==> src/sprite_xor_draw_engine_assert.svh <==
`ifndef SPRITE_XOR_DRAW_ENGINE_ASSERT_SVH
`define SPRITE_XOR_DRAW_ENGINE_ASSERT_SVH

// implication within the same cycle
`define SXD_ASSERT_IMP(label, clk, rst_n, ante, cons) \
    label: assert property (@(posedge clk) disable iff (!rst_n) (ante) |-> (cons)) \
        else $error("sxd assertion failed");

// implication into the next cycle
`define SXD_ASSERT_NXT(label, clk, rst_n, ante, cons) \
    label: assert property (@(posedge clk) disable iff (!rst_n) (ante) |=> (cons)) \
        else $error("sxd assertion failed");

`endif

==> src/sxd_ram.sv <==
`default_nettype none

module sxd_ram #(
    parameter int WIDTH = 8,
    parameter int DEPTH = 256
) (
    input  wire logic                     i_clk,
    input  wire logic                     i_we,
    input  wire logic [$clog2(DEPTH)-1:0] i_waddr,
    input  wire logic [WIDTH-1:0]         i_wdata,
    input  wire logic [$clog2(DEPTH)-1:0] i_raddr,
    output logic      [WIDTH-1:0]         o_rdata
);

    logic [WIDTH-1:0] r_mem [DEPTH];

    always_ff @(posedge i_clk) begin
        if (i_we) begin
            r_mem[i_waddr] <= i_wdata;
        end
        o_rdata <= r_mem[i_raddr];
    end

endmodule

`default_nettype wire

==> config.mk <==
export PLATFORM = sky130hd
export DESIGN_NAME = sxd_ram
export DESIGN_NICKNAME = d
export VERILOG_FILES = /design/src/sprite_xor_draw_engine_assert.svh /design/src/sxd_ram.sv
export SDC_FILE = /design/constraint.sdc
export NUM_CORES = 2
export LEC_CHECK = 0
export CAP_MARGIN = 20
export CELL_PAD_IN_SITES_DETAIL_PLACEMENT = 1
export CELL_PAD_IN_SITES_GLOBAL_PLACEMENT = 2
export CORE_AREA = 2 2 502 404
export CTS_BUF_LIST = sky130_fd_sc_hd__clkbuf_4 sky130_fd_sc_hd__clkbuf_8 sky130_fd_sc_hd__clkbuf_16
export DETAILED_ROUTE_END_ITERATION = 16
export DIE_AREA = 0 0 504 406
export DONT_BUFFER_PORTS = 1
export PLACE_DENSITY = 0.65
export SETUP_SLACK_MARGIN = 0.4
export SLEW_MARGIN = 20
export SYNTH_ARGS = -nofsm -noshare
export SYNTH_HDL_FRONTEND = slang
export SYNTH_SLANG_ARGS = --single-unit
==> constraint.sdc <==
create_clock -name i_clk -period 2.8 [get_ports i_clk]
set_clock_uncertainty 0.2 [all_clocks]
set_input_delay 0.56 -clock i_clk [delete_from_list [all_inputs] [get_ports i_clk]]
set_output_delay 0.56 -clock i_clk [all_outputs]
set_load 0.02 [all_outputs]
# [After elaboration in Yosys (flattened, before gate mapping)]
# Memory sizes are Yosys's and may differ from the RTL's. A register that Yosys moved wholly into a read port is not among the register bits.
# Index checks and enable logic that the tools add are counted.
[word_totals] register_bits=0 ram_bits=2048 in_bits=26 out_inout_bits=8 elab_cells=3 memories=1
[op_classes] n_mux=2
[mem_list] memory="r_mem" words=256 width=8 read_ports=1 rd_ports_with_merged_regs=1 wr=1 line="sxd_ram.sv:15" source="logic [WIDTH-1:0] r_mem [DEPTH];"
[ops] operator="$mux 1" n=2

# [Depth between registers and ports, before layout]
[depth] depth_word=2 depth_mapped=11 mapped_depth_nobuf=6

# [Worst setup path before layout]
# OpenSTA, ideal clock, no wires.
[synth_path] kind="input to register" startpoint="in i_raddr[0]" endpoint="reg o_rdata[2] (read register of r_mem)" setup_ps=131 arrival_ps=2367 required_ps=2469 path_slack_ps=102 path_stages=9 path_buffers=4 path_cell_list="buf_6 > buf_12 > buf_8 > buf_2 > mux4_2 > a22oi_1 > a21oi_1 > nor4_1 > nor4_2"
[synth_rtl] element="start: declaration" line="sxd_ram.sv:11" source="input wire logic [$clog2(DEPTH)-1:0] i_raddr,"
[synth_rtl] element="end: declaration" line="sxd_ram.sv:12" source="output logic [WIDTH-1:0] o_rdata"

==> metrics.txt <==
run status=complete, but fails checks; failing checks=hold timing; post-layout net count=4,242; share of cells above drive strength 1=32.69%; Syn Nets=3,759; PD cells=676.5 nW/um^2; Min Hold Slack=-0.3573 ns; Final Power=0.06319 W; via/cell ratio=5.763; RSZ-0062 raised after global routing=yes; Finished Cell Area=93,410 sq um; setup_tns=0 ns; Routed WL=228.2 mm; Final Setup Violations=0; largest net degree at the start of global routing=447; Worst setup SP type=flop; min cycle time layout=2.544 ns; Synth Area per Inst=21.31 sq um; Die Wd=504 um; core area=199,700 sq um; Synth-to-Final Area Change=17.41%; max cap viols=0; Tot GR Track Use=21.91%; synthesis-stage register bit count=2,056; most area-consuming cells after synthesis=edfxtp_1, mux4_2, mux2i_1; CTS tree=done; slew at the pin with the worst max-slew slack=0.8878 ns; worst path required time=3.32 ns; Max Freq=0.3930 GHz; clock share of power=41.4%; final hold violation count=788; row count=147; Final Max Tran Viols=0; vias=40,650; DRC violations left=0; Starting Density=39.83%; cells on worst reg2reg path=9; hold depth=0; CP Capture Type=flop; sequential share of power=53.9%; I/O pin count=34; crit-path max FO=1; clk slew on worst S/H paths=0.07 ns; Cell Area, Synth=79,560 sq um; Synth async-reset ratio=0%; crit path DAT=3.06 ns; VDD IR max=0.0004733 V; die height=406 um; Syn Inst Count=3,733; vias in the first global route=41,736; Leakage=29.57 nW; post-synth top area cell=edfxtp_1; Routed Antenna Nets=0; power share of the combinational group=4.8%; die area=204,600 sq um; Top FF cell, synth=edfxtp_1; internal cell power=0.04986 W; Psw=0.01333 W; Sw Share=21.10%; CP Class=flop to flop; CTS H-tree lvls=4; Max clock buf depth=3; Max-slew headroom=40.60%; hpwl dp=124.4 mm; CTS root buf=clkbuf_16; gr ovfl total=0; gp weighted congestion=0.7770; Synth top area share=77.30%; period utilization=90.87%; routed len/inst=32.35 um; worst-skew pair later-pin latency=0.83 ns; DR iter-0 viols=4,863; antenna violations before repair=8; Cell variety after synth=55; TritonCTS buffer count=197; Ys Warns=0; I/O Buffers=0; first drt pass iteration count=5; clock sink total=2,056; register area share after synthesis=77.50%; EDFF count, synth=2,048; first-pass GRT wire length=318.4 mm; Hold/Removal Path Class=primary input to flop; dpl cell area=85,730 sq um
## state kept, by name, summed over array words and instances (netlist names)
| signal | flops |
|---|---|
| o_rdata | 8 |
| r_mem | 2048 |
## final timing paths
| check | to | start | slack (ns) |
|---|---|---|---|
| hold reg to reg | o_rdata[5] | r_mem[132][5] | 0.95 |
| hold / removal | r_mem[231][3] | i_wdata[3] | -0.36 |
| setup / recovery | o_rdata[7] | r_mem[77][7] | 0.26 |
| setup reg to reg | o_rdata[7] | r_mem[77][7] | 0.26 |
## power groups by stage
stage	clock network, W	registers [W]	logic [W]
final	0.0261	0.0341	0.00300
after global routing	0.0277	0.0340	0.00315
after CTS	0.0266	0.0340	0.00268
after detailed placement	0	0.0347	0.00243
after global placement	0	0.0347	0.00217
after floorplan	0	0.0346	0.00171
## cell usage in the layout, fill, tap and decap left out, drive strengths merged, types with 4 or more instances in the layout
cell type	Yosys	routed
inv	1	6
buf	122	499
nand2b	8	8
a221oi	14	14
mux2i	134	134
dlygate4sd3	0	6
o211ai	10	10
diode	0	4
nand3	34	34
o22ai	28	28
a22o	8	8
nor3	22	22
nand4	10	10
bufinv	0	10
o22a	5	5
nor2	282	282
bufbuf	0	6
a2111oi	5	5
nor2b	31	31
o221ai	47	47
a21oi	96	96
a22oi	133	133
and2	6	6
o21ai	12	12
edfxtp	2048	2048
nand2	33	33
mux4	456	456
dfxtp	8	8
clkinv	1	87
a211oi	16	16
clkbuf	111	254
o32ai	5	5
nor4	27	27
or2	4	4
## synthesized netlist by cell type, types with 16 or more instances
master and number:
a211oi_1 16, a21oi_1 96, a22oi_1 133, buf_1 22, buf_2 31, buf_4 27
buf_6 21, clkbuf_1 111, edfxtp_1 2048, mux2i_1 134, mux4_2 454, nand2_1 33
nand3_1 34, nor2_1 282, nor2b_1 31, nor3_1 22, nor4_1 24, o221ai_1 46
o22ai_1 28
## area by class of cell
type / instances / area [sq um]
Inverter: 2 / 7.507
Clock buffer: 248 / 5435
Fill cell: 18272 / 106300
Tap cell: 2682 / 3356
Multi-Input combinational cell: 1442 / 17220
Clock inverter: 103 / 792.0
Timing Repair Buffer: 517 / 4921
Antenna cell: 4 / 10.01
Sequential cell: 2056 / 61660
## metrics by stage
| step | utilization (%) | std cells | worst slack, ns | hold WS [ns] |
|---|---|---|---|---|
| 2_1_floorplan | - | 3733 | 0.2212 | 0.4589 |
| 3_3_place_gp | 42.85 | 6652 | -1.199 | 0.4766 |
| 3_5_place_dp | 42.92 | 6657 | -2.362 | 0.4736 |
| 4_1_cts | 46.51 | 7036 | 0.3027 | -0.4150 |
| 5_1_grt | 46.76 | 7051 | 0.1946 | -0.4107 |
| 6_report | 46.76 | 7054 | 0.2556 | -0.3573 |
## what timing repair did
action | in CTS | in global routing
hold buffers | 6 | 3
buffers inserted | 7 | 1
endpoints found under the setup margin | 10 | 8
pin swaps | 18 | 12
gates cloned | 15 | 7
hold endpoints to repair | 2062 | 1658
gates resized for setup | 64 | 34
## routing by layer
layer / track usage (%) / vias to the layer above / share of wire, %
li1: - / 16681 / -
met4: 5.268 / 2 / 2.2
met3: 5.007 / 261 / 7.7
met2: 32.95 / 1394 / 45
met5: 0 / - / 0.0057
met1: 32.45 / 22312 / 45
## critical path, stage by stage (launching register included)
cell and delay, ns:
edfxtp_1 0.36, mux4_2 0.45, nor2b_1 0.19, a211oi_2 0.23
buf_4 0.16, nor3_1 0.05, buf_4 0.20, nor4_4 0.33
buf_6 0.21, nor4_1 0.06
## cells by family (layout without fill, tap and decap cells)
kind of cell	Yosys count	count (layout)	share of synthesized area, %
buffers and inverters	235	870	1.831
AND/OR/NAND/NOR	466	466	2.628
other	0	4	0
multiplexers	591	591	14.62
AO/OA/AOI/OAI	385	385	3.419
flip-flops	2056	2056	77.50
Note: power is estimated with default switching activity, not from simulation.
